File: config.mk
export PLATFORM = sky130hd
export DESIGN_NAME = peak_envelope_to_db
export DESIGN_NICKNAME = d
export VERILOG_FILES = /design/src/rtl/core/pedb_pkg.sv /design/src/rtl/core/pedb_front.sv /design/src/rtl/core/pedb_queue.sv /design/src/rtl/core/pedb_back.sv /design/src/rtl/core/peak_envelope_to_db.sv
export VERILOG_INCLUDE_DIRS = /design/src /design/src/rtl/core
export SDC_FILE = /design/constraint.sdc
export NUM_CORES = 2
export LEC_CHECK = 0
export ABC_AREA = 1
export ABC_CLOCK_PERIOD_IN_PS = 7500
export BUFFER_PORTS_ARGS = -buffer_cell sky130_fd_sc_hd__buf_2
export CORE_UTILIZATION = 35
export CTS_CLUSTER_DIAMETER = 40
export DETAILED_ROUTE_END_ITERATION = 8
export GPL_TIMING_DRIVEN = 0
export PLACE_DENSITY = 0.56
export SLEW_MARGIN = 15
export SYNTH_ARGS = -nofsm -noshare
export SYNTH_HDL_FRONTEND = slang
export SYNTH_HIERARCHICAL = 1
export SYNTH_SLANG_ARGS = --single-unit
File: constraint.sdc
create_clock -name i_clk -period 7.5 [get_ports i_clk]
set_input_delay 1.5 -clock i_clk [delete_from_list [all_inputs] [get_ports i_clk]]
set_output_delay 1.5 -clock i_clk [all_outputs]
set_load 0.005 [all_outputs]
File: src/rtl/core/assert_macros.svh
// ----------------------------------------------------------------------------
// Assertion macros
// Shared concurrent assertion wrappers for the core RTL.
// ----------------------------------------------------------------------------
`ifndef ASSERT_MACROS_SVH
`define ASSERT_MACROS_SVH

// Implication checked on every clock edge out of reset.
`define ASSERT_CLK(label, clk, rst_n, prop, msg) \
    label: assert property (@(posedge clk) disable iff (!rst_n) (prop)) else $error(msg);

// A condition that must never hold out of reset.
`define ASSERT_NEVER(label, clk, rst_n, cond, msg) \
    label: assert property (@(posedge clk) disable iff (!rst_n) !(cond)) else $error(msg);

`endif

File: src/rtl/core/pedb_pkg.sv
// ----------------------------------------------------------------------------
// pedb_pkg
// Types and constants shared by the peak envelope / dB level core.
// ----------------------------------------------------------------------------
`timescale 1ns / 1ps

package pedb_pkg;

    localparam int SAMPLE_BITS_DEF    = 16;
    localparam int COEF_FRAC_BITS_DEF = 16;

    localparam int CFG_IDX_W   = 2;
    localparam int QUEUE_DEPTH = 2;
    localparam int NORM_STEPS  = 6;
    localparam int LOG2_FRAC   = 16;

    // 20*log10(2) in Q.16
    localparam logic signed [19:0] DB_PER_OCTAVE = 20'sd394566;

    localparam logic [15:0]        ATTACK_RESET  = 16'd65000;
    localparam logic [15:0]        RELEASE_RESET = 16'd65500;
    localparam logic signed [15:0] OFFSET_RESET  = 16'sd0;

    typedef enum logic [CFG_IDX_W-1:0] {
        CFG_ATTACK  = 2'd0,
        CFG_RELEASE = 2'd1,
        CFG_OFFSET  = 2'd2
    } t_cfg_idx;

    typedef struct packed {
        logic [15:0]        attack_coef;
        logic [15:0]        release_coef;
        logic signed [15:0] level_offset;
    } t_cfg;

    typedef struct packed {
        logic [31:0] envelope;
        logic        frame_end;
    } t_qentry;

    typedef enum logic [1:0] {
        F_IDLE,
        F_MUL,
        F_DONE
    } t_front_state;

    typedef enum logic [2:0] {
        B_IDLE,
        B_NORM,
        B_SQR,
        B_MUL,
        B_FIN
    } t_back_state;

endpackage

File: src/rtl/core/pedb_front.sv
// ----------------------------------------------------------------------------
// pedb_front
// Rectifies each sample and runs the attack/release envelope recurrence.
// ----------------------------------------------------------------------------
`timescale 1ns / 1ps

module pedb_front #(
    parameter int SAMPLE_BITS    = pedb_pkg::SAMPLE_BITS_DEF,
    parameter int COEF_FRAC_BITS = pedb_pkg::COEF_FRAC_BITS_DEF
) (
    input  logic                          i_clk,
    input  logic                          i_rst_n,
    input  pedb_pkg::t_cfg                i_cfg,
    input  logic                          i_in_valid,
    output logic                          o_in_stall,
    input  logic signed [SAMPLE_BITS-1:0] i_sample,
    input  logic                          i_frame_end,
    output logic                          o_push,
    output pedb_pkg::t_qentry             o_entry,
    input  logic                          i_q_full
);
    import pedb_pkg::*;

    localparam int CW  = COEF_FRAC_BITS + 1;
    localparam int CXW = (CW > 16) ? CW : 16;
    localparam int PW  = CW + 32;

    t_front_state r_state, n_state;

    logic [31:0]    r_env;
    logic [31:0]    r_big;
    logic [31:0]    r_opnd;
    logic [CW-1:0]  r_coef;
    logic           r_attack;
    logic           r_fe;
    logic [PW-1:0]  r_prod;

    logic                   accept;
    logic [SAMPLE_BITS-1:0] mag;
    logic [47:0]            big48;
    logic [31:0]            big;
    logic                   attack;
    logic [CXW-1:0]         coef_x, one_x, coef_c;
    logic [PW-1:0]          acc;
    logic [31:0]            new_env;

    assign accept = i_in_valid && !o_in_stall;

    always_comb begin
        mag    = i_sample[SAMPLE_BITS-1] ? (SAMPLE_BITS'(0) - $unsigned(i_sample))
                                         : $unsigned(i_sample);
        big48  = 48'(mag) << 16;
        big    = (big48[47:32] != '0) ? 32'hFFFF_FFFF : big48[31:0];
        attack = (big >= r_env);
        coef_x = attack ? CXW'(i_cfg.attack_coef) : CXW'(i_cfg.release_coef);
        one_x  = CXW'(1) << COEF_FRAC_BITS;
        coef_c = (coef_x > one_x) ? one_x : coef_x;
    end

    // Attack: S*M - a*(M-E) + S/2, which equals a*E + (S-a)*M + S/2.
    always_comb begin
        acc = ({1'b0, r_big, {COEF_FRAC_BITS{1'b0}}} + (PW'(1) << (COEF_FRAC_BITS - 1)))
              - r_prod;
        if (r_attack) begin
            new_env = acc[COEF_FRAC_BITS+31:COEF_FRAC_BITS];
        end else begin
            new_env = r_prod[COEF_FRAC_BITS+31:COEF_FRAC_BITS];
        end
    end

    always_comb begin
        n_state = r_state;
        case (r_state)
            F_IDLE: begin
                if (accept) n_state = F_MUL;
            end
            F_MUL: begin
                n_state = F_DONE;
            end
            F_DONE: begin
                if (!i_q_full) n_state = F_IDLE;
            end
            default: begin
                n_state = F_IDLE;
            end
        endcase
    end

    always_comb begin
        o_in_stall = (r_state != F_IDLE);
        o_push     = (r_state == F_DONE) && !i_q_full;
        o_entry.envelope  = new_env;
        o_entry.frame_end = r_fe;
    end

    always_ff @(posedge i_clk) begin
        if (!i_rst_n) begin
            r_state <= F_IDLE;
            r_env   <= '0;
        end else begin
            r_state <= n_state;
            if (o_push) r_env <= new_env;
        end
    end

    always_ff @(posedge i_clk) begin
        if (accept) begin
            r_big    <= big;
            r_attack <= attack;
            r_coef   <= coef_c[CW-1:0];
            r_opnd   <= attack ? (big - r_env) : r_env;
            r_fe     <= i_frame_end;
        end
        if (r_state == F_MUL) begin
            r_prod <= PW'(r_coef) * PW'(r_opnd);
        end
    end

endmodule

File: src/rtl/core/pedb_queue.sv
// ----------------------------------------------------------------------------
// pedb_queue
// Short register queue between the envelope front and the dB back end.
// ----------------------------------------------------------------------------
`timescale 1ns / 1ps

module pedb_queue (
    input  logic              i_clk,
    input  logic              i_rst_n,
    input  logic              i_push,
    input  pedb_pkg::t_qentry i_entry,
    output logic              o_full,
    input  logic              i_pop,
    output pedb_pkg::t_qentry o_entry,
    output logic              o_empty
);
    import pedb_pkg::*;

    localparam int PTR_W = (QUEUE_DEPTH > 1) ? $clog2(QUEUE_DEPTH) : 1;
    localparam int CNT_W = $clog2(QUEUE_DEPTH + 1);

    t_qentry          r_mem [QUEUE_DEPTH];
    logic [PTR_W-1:0] r_wp, r_rp;
    logic [CNT_W-1:0] r_count;

    assign o_full  = (r_count == CNT_W'(QUEUE_DEPTH));
    assign o_empty = (r_count == '0);
    assign o_entry = r_mem[r_rp];

    always_ff @(posedge i_clk) begin
        if (!i_rst_n) begin
            r_wp    <= '0;
            r_rp    <= '0;
            r_count <= '0;
        end else begin
            if (i_push) begin
                r_wp <= (r_wp == PTR_W'(QUEUE_DEPTH - 1)) ? '0 : r_wp + 1'b1;
            end
            if (i_pop) begin
                r_rp <= (r_rp == PTR_W'(QUEUE_DEPTH - 1)) ? '0 : r_rp + 1'b1;
            end
            if (i_push && !i_pop) begin
                r_count <= r_count + 1'b1;
            end else if (i_pop && !i_push) begin
                r_count <= r_count - 1'b1;
            end
        end
    end

    always_ff @(posedge i_clk) begin
        if (i_push) r_mem[r_wp] <= i_entry;
    end

endmodule

File: src/rtl/core/pedb_back.sv
// ----------------------------------------------------------------------------
// pedb_back
// Iterative log2 of the envelope, scaling to dB, offset and saturation.
// ----------------------------------------------------------------------------
`timescale 1ns / 1ps

module pedb_back #(
    parameter int SAMPLE_BITS = pedb_pkg::SAMPLE_BITS_DEF
) (
    input  logic               i_clk,
    input  logic               i_rst_n,
    input  pedb_pkg::t_cfg     i_cfg,
    input  pedb_pkg::t_qentry  i_entry,
    input  logic               i_q_empty,
    output logic               o_pop,
    output logic               o_out_valid,
    input  logic               i_out_stall,
    output logic [31:0]        o_envelope,
    output logic signed [15:0] o_level_db,
    output logic               o_frame_end_out
);
    import pedb_pkg::*;

    // Full scale plus the Q16.16 point, in Q.16
    localparam logic signed [23:0] LOG_BIAS = 24'((SAMPLE_BITS + 15) << LOG2_FRAC);

    t_back_state r_state, n_state;

    logic [31:0]        r_env;
    logic               r_fe;
    logic [63:0]        r_w;
    logic [5:0]         r_z;
    logic [2:0]         r_step;
    logic [3:0]         r_sq_cnt;
    logic [30:0]        r_m;
    logic [5:0]         r_n;
    logic [15:0]        r_frac;
    logic signed [43:0] r_prod;
    logic               r_out_valid;
    logic [31:0]        r_out_env;
    logic signed [15:0] r_out_db;
    logic               r_out_fe;

    logic               out_load;
    logic [6:0]         shamt;
    logic [63:0]        mask;
    logic               hit;
    logic [63:0]        n_w;
    logic [5:0]         n_z;
    logic [61:0]        sq;
    logic [31:0]        sq_top;
    logic signed [23:0] diff;
    logic signed [43:0] rnd;
    logic signed [19:0] q;
    logic signed [20:0] sum;
    logic signed [15:0] db_sat;

    // Normaliser: one binary step per cycle, 32, 16, ... 1 bits.
    always_comb begin
        shamt = 7'd32 >> r_step;
        mask  = ~({64{1'b1}} >> shamt);
        hit   = ((r_w & mask) == '0);
        n_w   = hit ? (r_w << shamt) : r_w;
        n_z   = r_z + (hit ? shamt[5:0] : 6'd0);
    end

    always_comb begin
        sq     = 62'(r_m) * 62'(r_m);
        sq_top = sq[61:30];
        diff   = $signed({2'b00, r_n, r_frac}) - LOG_BIAS;
        rnd    = r_prod + 44'sd8388608;
        q      = rnd[43:24];
        sum    = $signed({q[19], q}) + $signed({{5{i_cfg.level_offset[15]}},
                                                i_cfg.level_offset});
        if (sum > 21'sd32767) begin
            db_sat = 16'sh7FFF;
        end else if (sum < -21'sd32768) begin
            db_sat = 16'sh8000;
        end else begin
            db_sat = sum[15:0];
        end
    end

    always_comb begin
        n_state = r_state;
        case (r_state)
            B_IDLE: begin
                if (!i_q_empty) n_state = B_NORM;
            end
            B_NORM: begin
                if (r_step == 3'(NORM_STEPS - 1)) n_state = B_SQR;
            end
            B_SQR: begin
                if (r_sq_cnt == 4'(LOG2_FRAC - 1)) n_state = B_MUL;
            end
            B_MUL: begin
                n_state = B_FIN;
            end
            B_FIN: begin
                if (!r_out_valid || !i_out_stall) n_state = B_IDLE;
            end
            default: begin
                n_state = B_IDLE;
            end
        endcase
    end

    always_comb begin
        o_pop    = (r_state == B_IDLE) && !i_q_empty;
        out_load = (r_state == B_FIN) && (!r_out_valid || !i_out_stall);
    end

    assign o_out_valid     = r_out_valid;
    assign o_envelope      = r_out_env;
    assign o_level_db      = r_out_db;
    assign o_frame_end_out = r_out_fe;

    always_ff @(posedge i_clk) begin
        if (!i_rst_n) begin
            r_state     <= B_IDLE;
            r_out_valid <= 1'b0;
        end else begin
            r_state <= n_state;
            if (out_load) begin
                r_out_valid <= 1'b1;
            end else if (!i_out_stall) begin
                r_out_valid <= 1'b0;
            end
        end
    end

    always_ff @(posedge i_clk) begin
        case (r_state)
            B_IDLE: begin
                r_env  <= i_entry.envelope;
                r_fe   <= i_entry.frame_end;
                r_w    <= {31'd0, 33'(i_entry.envelope) + 33'd1};
                r_z    <= '0;
                r_step <= '0;
            end
            B_NORM: begin
                r_w      <= n_w;
                r_z      <= n_z;
                r_step   <= r_step + 1'b1;
                r_m      <= n_w[63:33];
                r_n      <= 6'd63 - n_z;
                r_sq_cnt <= '0;
                r_frac   <= '0;
            end
            B_SQR: begin
                r_sq_cnt <= r_sq_cnt + 1'b1;
                r_frac   <= {r_frac[14:0], sq_top[31]};
                r_m      <= sq_top[31] ? sq_top[31:1] : sq_top[30:0];
            end
            B_MUL: begin
                r_prod <= diff * DB_PER_OCTAVE;
            end
            default: begin
            end
        endcase
        if (out_load) begin
            r_out_env <= r_env;
            r_out_db  <= db_sat;
            r_out_fe  <= r_fe;
        end
    end

endmodule

File: src/rtl/core/peak_envelope_to_db.sv
// ----------------------------------------------------------------------------
// peak_envelope_to_db
// Peak envelope follower with attack/release smoothing and a level in dB.
//
// Usage:
//   Input channel: i_in_valid / o_in_stall carry one signed sample and a
//   frame end mark per item. Output channel: o_out_valid / i_out_stall carry
//   the new Q16.16 envelope, the Q8.8 level and the frame end copy.
//   Configuration: i_cfg_valid / o_cfg_ready write attack (0), release (1)
//   or level offset (2); other indexes are dropped. Write only while idle.
//   Pacing: set by the log2 unit in the back end, which takes a new item
//   only once done with the last (1 load, 6 normalise steps, 16 squaring
//   rounds on one 31x31 multiplier, 1 dB scaling multiply, 1 saturate).
//   The envelope front holds one item at a time and runs ahead through a
//   two-item queue.
//   Reset: envelope cleared to zero, coefficients to their defaults, queue
//   and output register emptied.
//   Stall: a held result keeps its output register; the back end waits in
//   its final step, the queue fills, then the input channel stalls.
// ----------------------------------------------------------------------------
`timescale 1ns / 1ps
`include "assert_macros.svh"

module peak_envelope_to_db #(
    parameter int SAMPLE_BITS    = pedb_pkg::SAMPLE_BITS_DEF,
    parameter int COEF_FRAC_BITS = pedb_pkg::COEF_FRAC_BITS_DEF
) (
    input  logic                              i_clk,
    input  logic                              i_rst_n,
    // configuration write channel
    input  logic                              i_cfg_valid,
    output logic                              o_cfg_ready,
    input  logic [pedb_pkg::CFG_IDX_W-1:0]    i_cfg_index,
    input  logic [15:0]                       i_cfg_data,
    // sample input
    input  logic                              i_in_valid,
    output logic                              o_in_stall,
    input  logic signed [SAMPLE_BITS-1:0]     i_sample,
    input  logic                              i_frame_end,
    // result output
    output logic                              o_out_valid,
    input  logic                              i_out_stall,
    output logic [31:0]                       o_envelope,
    output logic signed [15:0]                o_level_db,
    output logic                              o_frame_end_out
);
    import pedb_pkg::*;

    t_cfg    r_cfg;
    t_qentry push_entry, pop_entry;
    logic    q_push, q_full, q_pop, q_empty;

    // Register file: always ready, so a write lands on the handshake edge.
    assign o_cfg_ready = 1'b1;

    always_ff @(posedge i_clk) begin
        if (!i_rst_n) begin
            r_cfg.attack_coef  <= ATTACK_RESET;
            r_cfg.release_coef <= RELEASE_RESET;
            r_cfg.level_offset <= OFFSET_RESET;
        end else if (i_cfg_valid && o_cfg_ready) begin
            case (t_cfg_idx'(i_cfg_index))
                CFG_ATTACK:  r_cfg.attack_coef  <= i_cfg_data;
                CFG_RELEASE: r_cfg.release_coef <= i_cfg_data;
                CFG_OFFSET:  r_cfg.level_offset <= $signed(i_cfg_data);
                default: begin
                end
            endcase
        end
    end

    // Front: rectify, compare with the envelope, one multiply-add update.
    pedb_front #(
        .SAMPLE_BITS    (SAMPLE_BITS),
        .COEF_FRAC_BITS (COEF_FRAC_BITS)
    ) u_front (
        .i_clk       (i_clk),
        .i_rst_n     (i_rst_n),
        .i_cfg       (r_cfg),
        .i_in_valid  (i_in_valid),
        .o_in_stall  (o_in_stall),
        .i_sample    (i_sample),
        .i_frame_end (i_frame_end),
        .o_push      (q_push),
        .o_entry     (push_entry),
        .i_q_full    (q_full)
    );

    // Decoupling queue: envelope and frame end per item.
    pedb_queue u_queue (
        .i_clk   (i_clk),
        .i_rst_n (i_rst_n),
        .i_push  (q_push),
        .i_entry (push_entry),
        .o_full  (q_full),
        .i_pop   (q_pop),
        .o_entry (pop_entry),
        .o_empty (q_empty)
    );

    // Back: log2, dB scaling, offset, saturation and the output register.
    pedb_back #(
        .SAMPLE_BITS (SAMPLE_BITS)
    ) u_back (
        .i_clk           (i_clk),
        .i_rst_n         (i_rst_n),
        .i_cfg           (r_cfg),
        .i_entry         (pop_entry),
        .i_q_empty       (q_empty),
        .o_pop           (q_pop),
        .o_out_valid     (o_out_valid),
        .i_out_stall     (i_out_stall),
        .o_envelope      (o_envelope),
        .o_level_db      (o_level_db),
        .o_frame_end_out (o_frame_end_out)
    );

    // The front never overruns the queue, the back never reads it empty.
    `ASSERT_NEVER(a_no_push_full, i_clk, i_rst_n, q_push && q_full, "push into full queue")
    `ASSERT_NEVER(a_no_pop_empty, i_clk, i_rst_n, q_pop && q_empty, "pop from empty queue")
    // The front holds one item at a time: an accepted item blocks the next.
    `ASSERT_CLK(a_front_busy, i_clk, i_rst_n, (i_in_valid && !o_in_stall) |=> o_in_stall, "front busy")

endmodule

==> out/results.ini <==
[run_status]
status=complete, but fails checks
violations=negative setup slack

[clock_network]
numCtsBuffers=75
clk_latency_ps=700
clockBufferDepth=3
cts_sinks=503
path_clk_slew_ps=60
cts_root_buffer=clkbuf_16
postCtsHoldBufs=0
cts_tree=built
htree_levels=3

[yosys]
yosys_warnings=6
synthXorXnorAreaFrac_pct=2.244
synthMuxAreaShare_pct=0.5691
syn-instance-count=11070
synth_seq_cells=503
yosysSeqAreaShare_pct=16.68
synth-compound-area-share_pct=4.079
synthSimpleGateAreaFrac_pct=21.64
synth_top_family_by_area=adder cells
synthesis.nets=13060
async_reset_ff_share_pct=0
avgSynthCellArea_sq_um=7.684
synth_edf_count=412
dominantRegCellSynth=edfxtp_1
synthAdderAreaFrac_pct=39.96
synth_area_sq_mm=0.08509
yosysUniqueCellTypes=68

[setup_path]
critical_path_peak_fanout=6
path_depth=33
slowest_delay_ps=620
crit_buf_inv=10
cp_data_required_time_ps=7940
r2r-start=u_back/r_m[25]
crit_top_cell=nand2_2
rrSetupSlack_ps=-80
worstSetupEndpoint=u_back/r_m[28]
cp_top_family=adder cells
endpoint_kind=register
worstSetupStartpoint=u_back/r_m[25]
critPathKind=reg -> reg
reg2reg_to=u_back/r_m[28]
critPathArrivalTime_ps=8020
worst_setup_path_start_kind=register
crit_slowest_cell=fa_1
rr_worst_depth=33

[timing]
rsz0062_at_grt=true
fin_crit_ps=7579
finalHoldViolCount=0
finClkSkew_ps=37.57
worst_slew_pin_slew_ps=1152
finalCritPeriodShare_pct=101.1
fin_setup_tns_ps=-663.1
setup_viol=15
fmax_mhz=131.9
finalMaxSlewViolations=0
timing.final.ws_setup_ps=-78.88
slew_headroom_pct=22.48
hold_ws_ps=417.6

[drt]
vias=71600
dr_wl_met3_mm=20.86
drcViolationCount=0
wl_per_cell_microns=20.86
dr.first_iter.drc_count=6322
wl_met2_mm=139.3
viasPerCell=4.891
highest_layer=met5
wirelength_met1_mm=132.6
antenna_left=0
drtPass1Iterations=6
wl_mm=305.3

[layout]
area_growth_pct=13.06
fillers=25030
nets=13380
final_layout_size_suffix_gt1_share_pct=8.488

[die]
die_x_microns=495.1
die-area_sq_mm=0.2451
start_util_pct=35.28
dieHeight_microns=495.1
rows=180
coreArea_sq_mm=0.2412
ios=92

[placed_design]
place_ws_ps=-2785
gp_congestion=1.008
dp_hpwl_mm=252.3
portBuffers=88

[global_routing]
grt_remaining_overflow=0
grt_usage_pct=24.95
antenna_found_initial=6
grt_max_degree=34
grt_pass1_wl_mm=455.6
grt_pass1_vias=72200

[run]
maxCapViolCount=0

[min_path]
min_path_cells=0
worst_hold_path_type=reg -> reg

layout by cell type, fill, tap and decap left out, types with 27 or more instances in the layout:
cell	count
fa_1	1236
inv_1	2877
o21ai_0	178
buf_2	143
xor2_1	152
inv_2	47
nor2_2	27
o21bai_1	28
nand2_1	2731
fa_2	43
mux2_4	30
nor3_1	50
edfxtp_1	412
nand2_4	28
clkbuf_1	170
nor2_1	569
ha_1	641
nand3_1	753
a21oi_1	280
clkbuf_16	106
nand4_1	79
nand2_2	89
xnor2_1	61
buf_4	124
o21ai_1	28
buf_12	36
dfxtp_1	91
buf_6	32
nand3_2	28
worst register-to-register path, delay by kind of cell (launching register included):
kind,cells,cell delay [ps]
AOI/OAI and AO/OA,1,220
adders and majority gates,9,4610
buffers and inverters,10,940
DFF,1,470
and+or+nand+nor,13,1090
cell families (layout without fill, tap and decap cells):
family / count (synthesis) / after routing
buffers and inverters: 3292 / 3670
xor gates and xnor gates: 218 / 218
other: 1 / 2
adders and majority gates: 1950 / 1950
DFF: 503 / 503
AOI/OAI and AO/OA: 625 / 625
and+or+nand+nor: 4452 / 4452
muxes: 33 / 33
worst min-delay path by stage:
stage	start	endpoint	slack, ps
4_1_cts	u_back/r_env[1]	u_back/o_envelope[1]	420
2_1_floorplan	u_back/r_env[0]	u_back/o_envelope[0]	400
3_3_place_gp	u_back/r_env[23]	u_back/o_envelope[23]	400
5_1_grt	u_back/r_env[0]	u_back/o_envelope[0]	420
6_report	u_back/r_env[1]	u_back/o_envelope[1]	420
3_5_place_dp	u_back/r_env[1]	u_back/o_envelope[1]	400
timing repair:
| action | in CTS | in global routing |
|---|---|---|
| gates cloned | 4 | 1 |
| buffers inserted | 107 | 29 |
| resized for setup | 472 | 226 |
| endpoints found under the setup margin | 32 | 32 |
| pin swaps | 96 | 147 |
sequential cells by signal, indices dropped and copies added, names as in the netlist, 20 cells and up, named ones only:
signal / count
r_cfg: 48
u_back/o_envelope: 32
u_back/r_env: 32
u_back/r_m: 31
u_back/r_prod: 20
u_back/r_w: 64
u_front/r_env: 32
u_front/r_opnd: 32
u_front/r_prod: 48
u_queue/r_mem: 66
cells in the mapped netlist, types with 9 or more instances:
master,instances,area [sq um]
nand3_2,10,100.1
edfxtp_1,412,12370
xnor2_1,65,569.3
ha_1,671,8396
nand3_1,772,3864
nor4_1,15,93.84
xor2_1,153,1340
buf_6,13,146.4
nand2_1,2836,10650
nand4_1,79,494.2
mux2_4,30,450.4
inv_1,2909,10920
o21ai_2,15,131.4
or2_2,9,56.30
o21bai_1,28,210.2
buf_1,28,105.1
o21ai_0,180,900.9
a21o_1,18,135.1
a21boi_0,9,67.56
buf_2,60,300.3
buf_4,9,67.56
fa_1,1279,25600
nor2_2,12,75.07
a21oi_1,294,1471
a31oi_1,14,87.58
dfxtp_1,91,1822
clkbuf_1,249,934.7
o21ai_1,28,140.1
nor3_1,55,275.3
nor2_1,602,2260
nand3b_1,19,142.6
inv_2,16,60.06
cell type report:
cell class | count | area, sq um | area share [%]
Tap cell | 3185 | 3985 | 4.143
Inverter | 2929 | 11000 | 11.43
Multi-Input combinational cell | 7279 | 59580 | 61.93
Antenna cell | 1 | 2.502 | 0.002601
Clock inverter | 55 | 630.6 | 0.6555
Clock buffer | 84 | 1963 | 2.041
Timing Repair Buffer | 241 | 2022 | 2.102
Buffer | 361 | 2828 | 2.939
Sequential cell | 503 | 14190 | 14.75
per-stage QoR:
stage	area, sq um	util [%]	cells
floorplan	85090	-	11070
global placement	89510	37.11	14350
detailed placement	89820	37.24	14360
CTS	95180	39.46	14610
global route	96200	39.88	14640
finish	96200	39.88	14640
per-layer routing:
| layer | vias to the layer above | GRT usage (%) |
|---|---|---|
| li1 | 33700 | - |
| met1 | 34840 | 33.73 |
| met2 | 2531 | 40.49 |
| met3 | 525 | 3.675 |
| met4 | 4 | 8.790 |
| met5 | - | 0 |
Power is not shown: default switching activity piles up to over one toggle a cycle in this logic, so the estimate is an artifact.
